$ cat config.mk
export PLATFORM = sky130hd
export DESIGN_NAME = ip_address_text_validator
export DESIGN_NICKNAME = d
export VERILOG_FILES = /design/src/design/iatv_pkg.sv /design/src/design/ip_address_text_validator.sv
export VERILOG_INCLUDE_DIRS = /design/src /design/src/design
export SDC_FILE = /design/constraint.sdc
export NUM_CORES = 1
export LEC_CHECK = 0
export BUFFER_PORTS_ARGS = -buffer_cell sky130_fd_sc_hd__buf_2
export CORE_UTILIZATION = 55
export CTS_CLUSTER_SIZE = 20
export DETAILED_ROUTE_END_ITERATION = 6
export PLACE_DENSITY = 0.79
export SETUP_SLACK_MARGIN = 0.3
export SLEW_MARGIN = 20
export SYNTH_ARGS = -nofsm -noshare
export SYNTH_HDL_FRONTEND = slang
export SYNTH_SLANG_ARGS = --single-unit
$ cat constraint.sdc
create_clock -name i_clk -period 4.3 [get_ports i_clk]
set_clock_uncertainty 0.15 [all_clocks]
set_input_delay 0.215 -clock i_clk [delete_from_list [all_inputs] [get_ports i_clk]]
set_output_delay 0.215 -clock i_clk [all_outputs]
set_load 0.02 [all_outputs]
$ cat src/design/ip_address_text_validator_assert.svh
// Assertion macros for the address text validator.
// Depends on a clock named i_clk and an active-low reset named i_rst_n in the including scope.
`ifndef IP_ADDRESS_TEXT_VALIDATOR_ASSERT_SVH
`define IP_ADDRESS_TEXT_VALIDATOR_ASSERT_SVH

// Same-cycle implication, checked outside reset.
`define IATV_ASSERT_NOW(lbl, ante, cons) \
    lbl: assert property (@(posedge i_clk) disable iff (!i_rst_n) (ante) |-> (cons)) \
        else $error("address validator check failed");

// Next-cycle implication, checked outside reset.
`define IATV_ASSERT_NEXT(lbl, ante, cons) \
    lbl: assert property (@(posedge i_clk) disable iff (!i_rst_n) (ante) |=> (cons)) \
        else $error("address validator check failed");

`endif

$ cat src/design/iatv_pkg.sv
// Shared types, codes and helpers for the address text validator.
// No dependencies.
package iatv_pkg;

    typedef enum logic [1:0] {
        KIND_NONE = 2'd0,
        KIND_V4   = 2'd1,
        KIND_V6   = 2'd2
    } t_sep_kind;

    localparam logic [1:0] VERDICT_V4      = 2'd0;
    localparam logic [1:0] VERDICT_V6      = 2'd1;
    localparam logic [1:0] VERDICT_NEITHER = 2'd2;

    localparam logic [7:0] CHAR_DOT   = 8'h2E;
    localparam logic [7:0] CHAR_COLON = 8'h3A;
    localparam logic [7:0] CHAR_ZERO  = 8'h30;

    localparam logic [2:0] LEN_SAT    = 3'd5;
    localparam logic [8:0] VALUE_SAT  = 9'd256;
    localparam logic [8:0] VALUE_MAX  = 9'd255;
    localparam logic [3:0] COUNT_SAT  = 4'd9;
    localparam logic [3:0] COUNT_V4   = 4'd4;
    localparam logic [3:0] COUNT_V6   = 4'd8;
    localparam logic [2:0] LEN_MAX_V4 = 3'd3;
    localparam logic [2:0] LEN_MAX_V6 = 3'd4;

    typedef struct packed {
        logic [2:0] len;
        logic [8:0] value;
        logic       lead_zero;
        logic       all_dec;
        logic       all_hex;
    } t_group;

    localparam t_group GROUP_CLEAR = '{len: 3'd0, value: 9'd0, lead_zero: 1'b0,
                                       all_dec: 1'b1, all_hex: 1'b1};

    // True when the group meets the rule of the given kind.
    function automatic logic group_ok(input t_sep_kind kind, input t_group g);
        logic ok;
        ok = 1'b0;
        unique case (kind)
            KIND_V4: ok = (g.len != 3'd0) && (g.len <= LEN_MAX_V4) && g.all_dec &&
                          (g.value <= VALUE_MAX) && !(g.lead_zero && (g.len > 3'd1));
            KIND_V6: ok = (g.len != 3'd0) && (g.len <= LEN_MAX_V6) && g.all_hex;
            default: ok = 1'b0;
        endcase
        return ok;
    endfunction

endpackage

$ cat src/design/ip_address_text_validator.sv
// Top level of the IPv4 / IPv6 address text validator.
// Input register, group check, result register. Depends on iatv_pkg and
// ip_address_text_validator_assert.svh.
//
//  channel  | dir | tdata (low bit up)          | tuser | tlast
//  ---------+-----+-----------------------------+-------+-----------------
//  s_axis   | in  | [7:0] character             | none  | last_char
//  m_axis   | out | [1:0] verdict, [7:2] zero   | none  | none
//
// One character is taken every cycle while m_axis is not stalled; the group check sits
// between the input register and the result register, so a verdict passes through the
// input register and then the result register before it is valid on m_axis.
// Reset (synchronous, active low) clears valids and the string state.
// A stall on m_axis holds the result register and the input register; s_axis
// keeps taking one more character until the input register fills.
`include "ip_address_text_validator_assert.svh"

module ip_address_text_validator
    import iatv_pkg::*;
(
    input  logic       i_clk,
    input  logic       i_rst_n,
    input  logic       i_s_axis_tvalid,
    output logic       o_s_axis_tready,
    input  logic [7:0] i_s_axis_tdata,   // [7:0] character
    input  logic       i_s_axis_tlast,   // last_char
    output logic       o_m_axis_tvalid,
    input  logic       i_m_axis_tready,
    output logic [7:0] o_m_axis_tdata    // [1:0] verdict, [7:2] zero
);

    // input register
    logic       r_in_valid;
    logic [7:0] r_in_char;
    logic       r_in_last;

    // string state
    t_sep_kind  r_kind,  n_kind;
    t_group     r_group, n_group;
    logic [3:0] r_count, n_count;
    logic       r_failed, n_failed;

    // result register
    logic       r_out_valid;
    logic [1:0] r_verdict, n_verdict;

    logic advance;
    logic consume;

    assign advance         = !r_out_valid || i_m_axis_tready;
    assign consume         = r_in_valid && advance;
    assign o_s_axis_tready = !r_in_valid || advance;

    // Hold a character until the check stage can take it.
    always_ff @(posedge i_clk) begin
        if (!i_rst_n) begin
            r_in_valid <= 1'b0;
        end else if (i_s_axis_tvalid && o_s_axis_tready) begin
            r_in_valid <= 1'b1;
        end else if (consume) begin
            r_in_valid <= 1'b0;
        end
        if (i_s_axis_tvalid && o_s_axis_tready) begin
            r_in_char <= i_s_axis_tdata;
            r_in_last <= i_s_axis_tlast;
        end
    end

    // Character classes and the group as it stands after this character.
    logic        is_dot, is_colon, is_sep, is_dec, is_hex;
    t_sep_kind   char_kind, sep_kind;
    t_group      grown;
    logic [12:0] value_wide;
    logic [3:0]  count_inc;
    logic        end_ok;

    always_comb begin
        is_dot   = (r_in_char == CHAR_DOT);
        is_colon = (r_in_char == CHAR_COLON);
        is_sep   = is_dot || is_colon;
        is_dec   = (r_in_char >= 8'h30) && (r_in_char <= 8'h39);
        is_hex   = is_dec || ((r_in_char >= 8'h61) && (r_in_char <= 8'h66)) ||
                   ((r_in_char >= 8'h41) && (r_in_char <= 8'h46));
        char_kind = is_dot ? KIND_V4 : KIND_V6;
        sep_kind  = (r_kind == KIND_NONE) ? char_kind : r_kind;

        // Append the character to the current group.
        value_wide = {1'b0, r_group.value, 3'b000} + {3'b000, r_group.value, 1'b0} +
                     {9'd0, r_in_char[3:0]};
        grown = r_group;
        if ((r_group.len == 3'd0) && (r_in_char == CHAR_ZERO)) begin
            grown.lead_zero = 1'b1;
        end
        if (r_group.len < LEN_SAT) begin
            grown.len = r_group.len + 3'd1;
        end
        if (!is_dec) begin
            grown.all_dec = 1'b0;
        end
        if (!is_hex) begin
            grown.all_hex = 1'b0;
        end
        if (is_dec) begin
            grown.value = (value_wide > {4'd0, VALUE_SAT}) ? VALUE_SAT : value_wide[8:0];
        end

        count_inc = (r_count < COUNT_SAT) ? (r_count + 4'd1) : r_count;
        end_ok    = is_sep ? group_ok(sep_kind, r_group) : group_ok(r_kind, grown);
    end

    // Next string state and verdict.
    always_comb begin
        n_kind    = r_kind;
        n_group   = r_group;
        n_count   = r_count;
        n_failed  = r_failed;
        n_verdict = VERDICT_NEITHER;
        if (is_sep) begin
            // Close the group under the kind fixed by the first separator.
            n_kind   = sep_kind;
            n_failed = r_failed || ((r_kind != KIND_NONE) && (r_kind != char_kind)) || !end_ok;
            n_count  = count_inc;
            n_group  = GROUP_CLEAR;
        end else begin
            n_group = grown;
            if ((r_kind != KIND_NONE) && r_failed == 1'b0 && end_ok) begin
                if ((r_kind == KIND_V4) && (count_inc == COUNT_V4)) begin
                    n_verdict = VERDICT_V4;
                end else if ((r_kind == KIND_V6) && (count_inc == COUNT_V6)) begin
                    n_verdict = VERDICT_V6;
                end
            end
        end
        // Drop back to the empty string after the last character.
        if (r_in_last) begin
            n_kind   = KIND_NONE;
            n_group  = GROUP_CLEAR;
            n_count  = 4'd0;
            n_failed = 1'b0;
        end
    end

    always_ff @(posedge i_clk) begin
        if (!i_rst_n) begin
            r_kind   <= KIND_NONE;
            r_group  <= GROUP_CLEAR;
            r_count  <= 4'd0;
            r_failed <= 1'b0;
        end else if (consume) begin
            r_kind   <= n_kind;
            r_group  <= n_group;
            r_count  <= n_count;
            r_failed <= n_failed;
        end
    end

    // Result register: load a verdict on the last character, hold while stalled.
    always_ff @(posedge i_clk) begin
        if (!i_rst_n) begin
            r_out_valid <= 1'b0;
        end else if (advance) begin
            r_out_valid <= consume && r_in_last;
        end
        if (consume && r_in_last) begin
            r_verdict <= n_verdict;
        end
    end

    assign o_m_axis_tvalid = r_out_valid;
    assign o_m_axis_tdata  = {6'd0, r_verdict};

    // The last character of a string always yields a verdict next cycle.
    `IATV_ASSERT_NEXT(a_last_gives_verdict, consume && r_in_last, o_m_axis_tvalid)
    // The state is back at reset after the last character.
    `IATV_ASSERT_NEXT(a_last_clears_state, consume && r_in_last,
                      (r_kind == KIND_NONE) && (r_count == 4'd0) && !r_failed)
    // A shown verdict is one of the three codes.
    `IATV_ASSERT_NOW(a_verdict_code, o_m_axis_tvalid,
                     (r_verdict == VERDICT_V4) || (r_verdict == VERDICT_V6) ||
                     (r_verdict == VERDICT_NEITHER))

endmodule

==> reports/results.ini, run 1 <==
[cells_and_area]
post_route_cells_drive_above_1_share = 0.146
diodes = 0
syn2layout_area_growth_pct = 10.3
layout.cell_area.non_filler_um2 = 2790
finish.net_count = 336
fillerInstances = 372

[clock_network]
root_buffer_master = sky130_fd_sc_hd__clkbuf_8
tritoncts = done
cts-buffers-inserted = 5
numClockSinks = 35
clock_tree.buffer_depth = 2
cts_max_level = 2
postCtsSetupRepairBufs = 0
cts.clk_slew.worst_paths_ns = 0.07
clk_latency_ns = 0.29

[pwr]
relative_contribution_of_the_clock_network_to_total_power = 0.345
netSwitchingFraction = 0.254
pwr-share-comb = 0.100
power_density_nw_per_um2 = 235
power_switching_mw = 0.166
irDropWorstVdd_v = 0.000300
cellLeakagePower_nw = 1.15
sequentialPowerShare = 0.555
internal_power_mw = 0.489

[synthesis]
post_synthesis_cells = 267
postSynthAreaPerCell_um2 = 9.47
mappedNetlistArea_um2 = 2530
post_synth_main_area_contributors = sky130_fd_sc_hd__dfxtp_1, sky130_fd_sc_hd__ha_1, sky130_fd_sc_hd__edfxtp_1
synth-seq-area-share = 0.321
count_of_warnings_emitted_by_yosys = 0
ys_ff_latch = 35
most_frequent_cell_after_synthesis = sky130_fd_sc_hd__ha_1
synth_top_area_cell = sky130_fd_sc_hd__dfxtp_1
unique_cell_type_count_in_the_yosys_netlist = 68
yosys.area.top_type_share = 0.190
netlist_top_cells_count = sky130_fd_sc_hd__ha_1, sky130_fd_sc_hd__nand2_1, sky130_fd_sc_hd__dfxtp_1, sky130_fd_sc_hd__inv_1, sky130_fd_sc_hd__nor2_1
synth-edff-count = 11
postSynth.asyncResetShare = 0
dominantRegCellSynth = sky130_fd_sc_hd__dfxtp_1

[timing]
grt_setup_unrepaired = no
slew_viol_final = 0
timing.final.setup_violations = 0
fin_tns_setup_ns = 0
finalWorstPathRequiredPeriod_ns = 3.20
max_slew_margin = 0.544
achievable-frequency_mhz = 313
max_slew.worst_pin.slew_ns = 0.683
timing.final.hold_violations = 0
min_period_over_period = 0.744

[drt]
detailedRoute.firstIterationViolations = 97
vias = 2077
routed_wire_length_per_instance_um = 15.4
ant_nets = 0
firstDrtPassIters = 4
drt-vias-per-instance = 6.00
wirelength_um = 5340
drcViolationCount = 0

[global_route]
grt_pass1_vias = 2003
antenna_found_initial = 0
maximum_number_of_pins_on_one_net_before_global_route_repair = 19
grt_remaining_overflow = 0
grt_usage = 0.238
grt_pass1_wl_um = 9270

[placed_design]
buffer_ports.inserted = 16
placement.cell_area_um2 = 2620
gp_congestion = 0.863
dp_hpwl_um = 3980

[job]
max_capacitance_violation_count = 0

[floorplan]
std_cell_rows = 24
initial_utilization = 0.577
placeableCoreArea_um2 = 4380
dieArea_um2 = 4870
boundaryPins = 23
die_x_um = 69.8
die_h_um = 69.8

[setup_path]
critPathMaxFanout = 7
startpoint_type = flop
timing.critical_path.mode_cell = sky130_fd_sc_hd__fa_1
timing.critical_path.arrival_ns = 3.07
timing.setup.critical_path_class = flop to flop
slowest_stage = sky130_fd_sc_hd__fa_1
crit_end_category = flop
crit_chain = fa_1 -> inv_1 -> fa_1 -> nor2b_1 -> o31a_1 -> o21ai_1 -> a21boi_1 -> o2111a_1 -> o22ai_1
slowest_delay_ns = 0.61
critPathRequiredTime_ns = 4.17

[min_path]
min_delay_path_class = primary input to flop

[status]
status = complete, no violations

[per-stage QoR]
step	util	setup slack (ns)	instances	hold WS, ns	power, mW
2_1_floorplan	-	1.29	272	0.164	0.415
3_3_place_gp	0.597	1.19	329	0.242	0.427
3_5_place_dp	0.597	1.11	329	0.244	0.429
4_1_cts	0.636	1.10	346	0.0327	0.657
5_1_grt	0.636	0.948	346	0.0325	0.682
6_report	0.636	1.10	346	0.0421	0.655
[layout by cell type, fill, tap and decap left out, types with 7 or more instances in the layout]
cell type / count
sky130_fd_sc_hd__nand4_1: 8
sky130_fd_sc_hd__nor2_1: 13
sky130_fd_sc_hd__nand3_1: 7
sky130_fd_sc_hd__nand2_1: 26
sky130_fd_sc_hd__o21ai_0: 8
sky130_fd_sc_hd__a21oi_1: 12
sky130_fd_sc_hd__inv_1: 15
sky130_fd_sc_hd__edfxtp_1: 11
sky130_fd_sc_hd__dfxtp_1: 24
sky130_fd_sc_hd__o21ai_1: 7
sky130_fd_sc_hd__dlygate4sd3_1: 9
sky130_fd_sc_hd__buf_2: 16
sky130_fd_sc_hd__ha_1: 28
[layer usage]
| layer | up-vias | wire, µm | part of all wire | GRT usage |
|---|---|---|---|---|
| met3 | 11 | 177 | 0.033 | 0.0334 |
| met1 | 980 | 2440 | 0.46 | 0.303 |
| met4 | 0 | 91 | 0.017 | 0.0711 |
| met2 | 45 | 2640 | 0.49 | 0.418 |
| met5 | - | 0 | 0 | 0 |
| li1 | 1041 | - | - | - |
[cells by family after synthesis]
group | synth area share
AOI/OAI and AO/OA | 0.211
xor gates and xnor gates | 0.0139
adders and majority gates | 0.154
buffers and inverters | 0.0529
DFF | 0.321
muxes | 0.00989
other | 0.00148
and+or+nand+nor | 0.236
[sequential cells by signal, summed over array words and instances (netlist names), 2 cells and up]
| register | flops |
|---|---|
| r_group | 15 |
| r_in_char | 8 |
| r_count | 4 |
| r_kind | 2 |
| r_verdict | 2 |
[power by group through the flow]
| stage | registers [mW] | clock network [mW] | logic [mW] |
|---|---|---|---|
| after global placement | 0.370 | 0 | 0.0568 |
| final | 0.364 | 0.226 | 0.0656 |
| after floorplan | 0.368 | 0 | 0.0476 |
| after detailed placement | 0.371 | 0 | 0.0582 |
| after CTS | 0.363 | 0.229 | 0.0647 |
| after global routing | 0.365 | 0.244 | 0.0731 |
[critical path, delay by kind of cell, from the launching register on]
kind	cells	cell delay, ns
flip-flops	1	0.51
buffers and inverters	1	0.07
AO/OA/AOI/OAI	5	0.99
adder cells (fa/ha/maj)	2	1.07
AND/OR/NAND/NOR	1	0.15
[cell type report]
class                   count  area, µm²  area share
multi-input cells         210       1600       0.575
clock inverters             2       7.51     0.00269
repair buffers             25        170      0.0610
inverters                  16       60.1      0.0215
well taps                  52       65.1      0.0233
clock buffers               6       72.6      0.0260
flip-flops and latches     35        811       0.291
[path summary, 6_finish.rpt]
kind	from	endpoint	slack (ns)	cells past startpoint
setup / recovery	r_in_char[3]	r_verdict[1]	1.10	9
hold / removal	i_s_axis_tvalid	r_in_valid	0.04	3
setup reg to reg	r_in_char[3]	r_verdict[1]	1.10	9
hold reg to reg	r_group[10]	r_group[10]	0.34	2
[timing repair]
item | CTS | global route
endpoints found under the hold margin | 9 | 0
resized for setup | 0 | 0
hold buffers | 9 | 0
No activity file was read; power rests on OpenSTA's default activity.
==> run 2, diff against run 1 <==
==> constraint.sdc (replaced) <==
create_clock -name i_clk -period 3 [get_ports i_clk]
set_clock_uncertainty 0.15 [all_clocks]
set_input_delay 0.15 -clock i_clk [delete_from_list [all_inputs] [get_ports i_clk]]
set_output_delay 0.15 -clock i_clk [all_outputs]
set_load 0.02 [all_outputs]
==> run 2 against run 1 <==
  * Combinational power up 62%
  * Clock power increased by 47%
  * Non-clock buffer count grew 12
  * Critical endpoint unchanged
==> reports/results.ini, run 2 (synthesis results as in run 1) <==
[status]
status = complete, no violations

[clock_network]
cts-buffers-inserted = 5  ; unchanged
root_buffer_master = sky130_fd_sc_hd__clkbuf_8
cts.clk_slew.worst_paths_ns = 0.07  ; about the same
numClockSinks = 35  ; unchanged
clk_latency_ns = 0.29  ; about the same
tritoncts = done
cts_max_level = 2  ; unchanged
clock_tree.buffer_depth = 2  ; unchanged

[global_route]
grt_usage = 0.259  ; +0.0202
grt_pass1_wl_um = 9960  ; +7.4%
grt_pass1_vias = 2188  ; +9.2%
grt_remaining_overflow = 0  ; unchanged
maximum_number_of_pins_on_one_net_before_global_route_repair = 19  ; unchanged
antenna_found_initial = 0  ; unchanged

[min_path]
min_delay_path_class = primary input to flop

[floorplan]
initial_utilization = 0.577  ; unchanged
die_x_um = 69.8  ; unchanged
die_h_um = 69.8  ; unchanged
placeableCoreArea_um2 = 4380  ; unchanged
boundaryPins = 23  ; unchanged
std_cell_rows = 24  ; unchanged
dieArea_um2 = 4870  ; unchanged

[setup_path]
endpoint = r_verdict[1]
critPathMaxFanout = 4  ; -3
timing.critical_path.arrival_ns = 2.77  ; -0.30 ns
timing.setup.critical_path_class = flop to flop
timing.reg2reg.worst_path_depth = 9  ; unchanged
reg2reg_slack_ns = 0.12  ; -0.98 ns
crit_end_category = flop
critPathRequiredTime_ns = 2.89  ; -1.28 ns
regToRegStartpoint = r_in_char[3]
startpoint_type = flop
critPathLaunch = r_in_char[3]
reg2reg_to = r_verdict[1]

[cells_and_area]
fillerInstances = 334  ; -10%
commonest_non_fill_non_tap_cell_in_the_layout = sky130_fd_sc_hd__ha_1
largest_register_ffs = 15  ; unchanged
registers.top_by_ff_count = r_group
syn2layout_area_growth_pct = 17.9
diodes = 0  ; unchanged
seqCellArea_um2 = 812  ; +0.15%
post_route_cells_drive_above_1_share = 0.225  ; +0.0792
reg_top3 = r_group (15), r_in_char (8), r_count (4)
most-common-layout-cells = sky130_fd_sc_hd__ha_1, sky130_fd_sc_hd__nand2_1, sky130_fd_sc_hd__dfxtp_1, sky130_fd_sc_hd__buf_2, sky130_fd_sc_hd__inv_1
finish.net_count = 348  ; +3.6%
multi_input_comb_area_um2 = 1700  ; +6.0%

[pwr]
report.power.total_mw = 0.956  ; +46%
power_density_nw_per_um2 = 321  ; +37%
irDropWorstVdd_v = 0.000361  ; +20%
cellLeakagePower_nw = 1.21  ; +5.9%

[timing]
slew_viol_final = 0  ; unchanged
max_slew_margin = 0.527  ; -0.0162
min_period_over_period = 0.959  ; +0.216
hold_slack_ns = 0.0319  ; -0.0102 ns
achievable-frequency_mhz = 347  ; +11%
fin_tns_setup_ns = 0  ; unchanged
timing.final.setup_violations = 0  ; unchanged
grt_setup_unrepaired = yes
timing.final.hold_violations = 0  ; unchanged
max_slew.worst_pin.slew_ns = 0.707  ; +0.0243 ns
finalWorstPathRequiredPeriod_ns = 2.88  ; -0.320 ns

[drt]
firstDrtPassIters = 4  ; unchanged
drcViolationCount = 0  ; unchanged
routed_wire_length_per_instance_um = 16.4  ; +6.4%
ant_nets = 0  ; unchanged
vias = 2139  ; +3.0%
detailedRoute.firstIterationViolations = 153  ; +58%
drt-vias-per-instance = 5.97  ; -0.47%
wirelength_um = 5880  ; +10%

[placed_design]
gp_congestion = 0.911  ; +5.6%
dp_hpwl_um = 4040  ; +1.6%
buffer_ports.inserted = 16  ; unchanged

[job]
max_capacitance_violation_count = 0  ; unchanged

run 2: cell types whose count changed in the layout (fill, tap and decap cells not counted), sizes merged:
cell	change
buf	+11
clkbuf	+1
clkinv	-1
dlygate4sd3	+1
run 2: worst max-delay path, stage by stage (launching register included):
cell and delay [ns]:
sky130_fd_sc_hd__edfxtp_1 0.42, sky130_fd_sc_hd__fa_1 0.54, sky130_fd_sc_hd__inv_1 0.06, sky130_fd_sc_hd__fa_2 0.34
sky130_fd_sc_hd__nor2b_2 0.14, sky130_fd_sc_hd__o31a_1 0.23, sky130_fd_sc_hd__o21ai_2 0.09, sky130_fd_sc_hd__a21boi_2 0.32
sky130_fd_sc_hd__o2111a_1 0.27, sky130_fd_sc_hd__o22ai_1 0.07
run 2: metrics by stage:
| step | worst slack [ns] | utilization | cell area (µm²) | instances |
|---|---|---|---|---|
| 2_1_floorplan | 0.164 | - | 2570 | 272 |
| 3_3_place_gp | 0.187 | 0.612 | 2680 | 335 |
| 6_report | 0.122 | 0.680 | 2980 | 358 |
| 3_5_place_dp | 0.105 | 0.612 | 2680 | 335 |
| 5_1_grt | 0.0377 | 0.680 | 2980 | 358 |
| 4_1_cts | 0.194 | 0.669 | 2930 | 358 |
run 2: where the power goes:
group | total, mW | internal [mW] | switching, mW
clock | 0.332 | 0.163 | 0.169
sequential | 0.518 | 0.502 | 0.0161
combinational | 0.106 | 0.0456 | 0.0602
total | 0.956 | 0.711 | 0.246
run 2: repair_timing:
item | in CTS | in global routing
endpoints found under the hold margin | 10 | 0
pin swaps | 10 | 2
hold buffers | 10 | 0
buffers inserted | 5 | 0
setup endpoints to repair | 11 | 11
gates resized for setup | 7 | 9
run 2: layout make-up:
class,instances,share of cell area
Multi-Input combinational cell,210,0.570
Sequential cell,35,0.272
Timing Repair Buffer,37,0.0882
Clock buffer,7,0.0256
Tap cell,52,0.0218
Inverter,16,0.0202
Clock inverter,1,0.00168
run 2: worst min path at each step:
stage | start | to | slack (ns) | depth (start not counted)
2_1_floorplan | i_s_axis_tdata[0] | r_in_char[0] | 0.1 | 0
3_3_place_gp | i_s_axis_tdata[4] | r_in_char[4] | 0.18 | 1
3_5_place_dp | i_s_axis_tdata[0] | r_in_char[0] | 0.18 | 1
4_1_cts | i_rst_n | r_group[0] | 0.03 | 2
5_1_grt | i_rst_n | r_group[1] | 0.06 | 2
6_report | i_rst_n | r_group[0] | 0.03 | 2
run 2: layer usage:
layer,up-vias,share of wire,global-route usage
met5,-,0,0
met4,0,0.033,0.118
met3,19,0.039,0.0451
met2,63,0.50,0.428
met1,1002,0.43,0.328
li1,1055,-,-
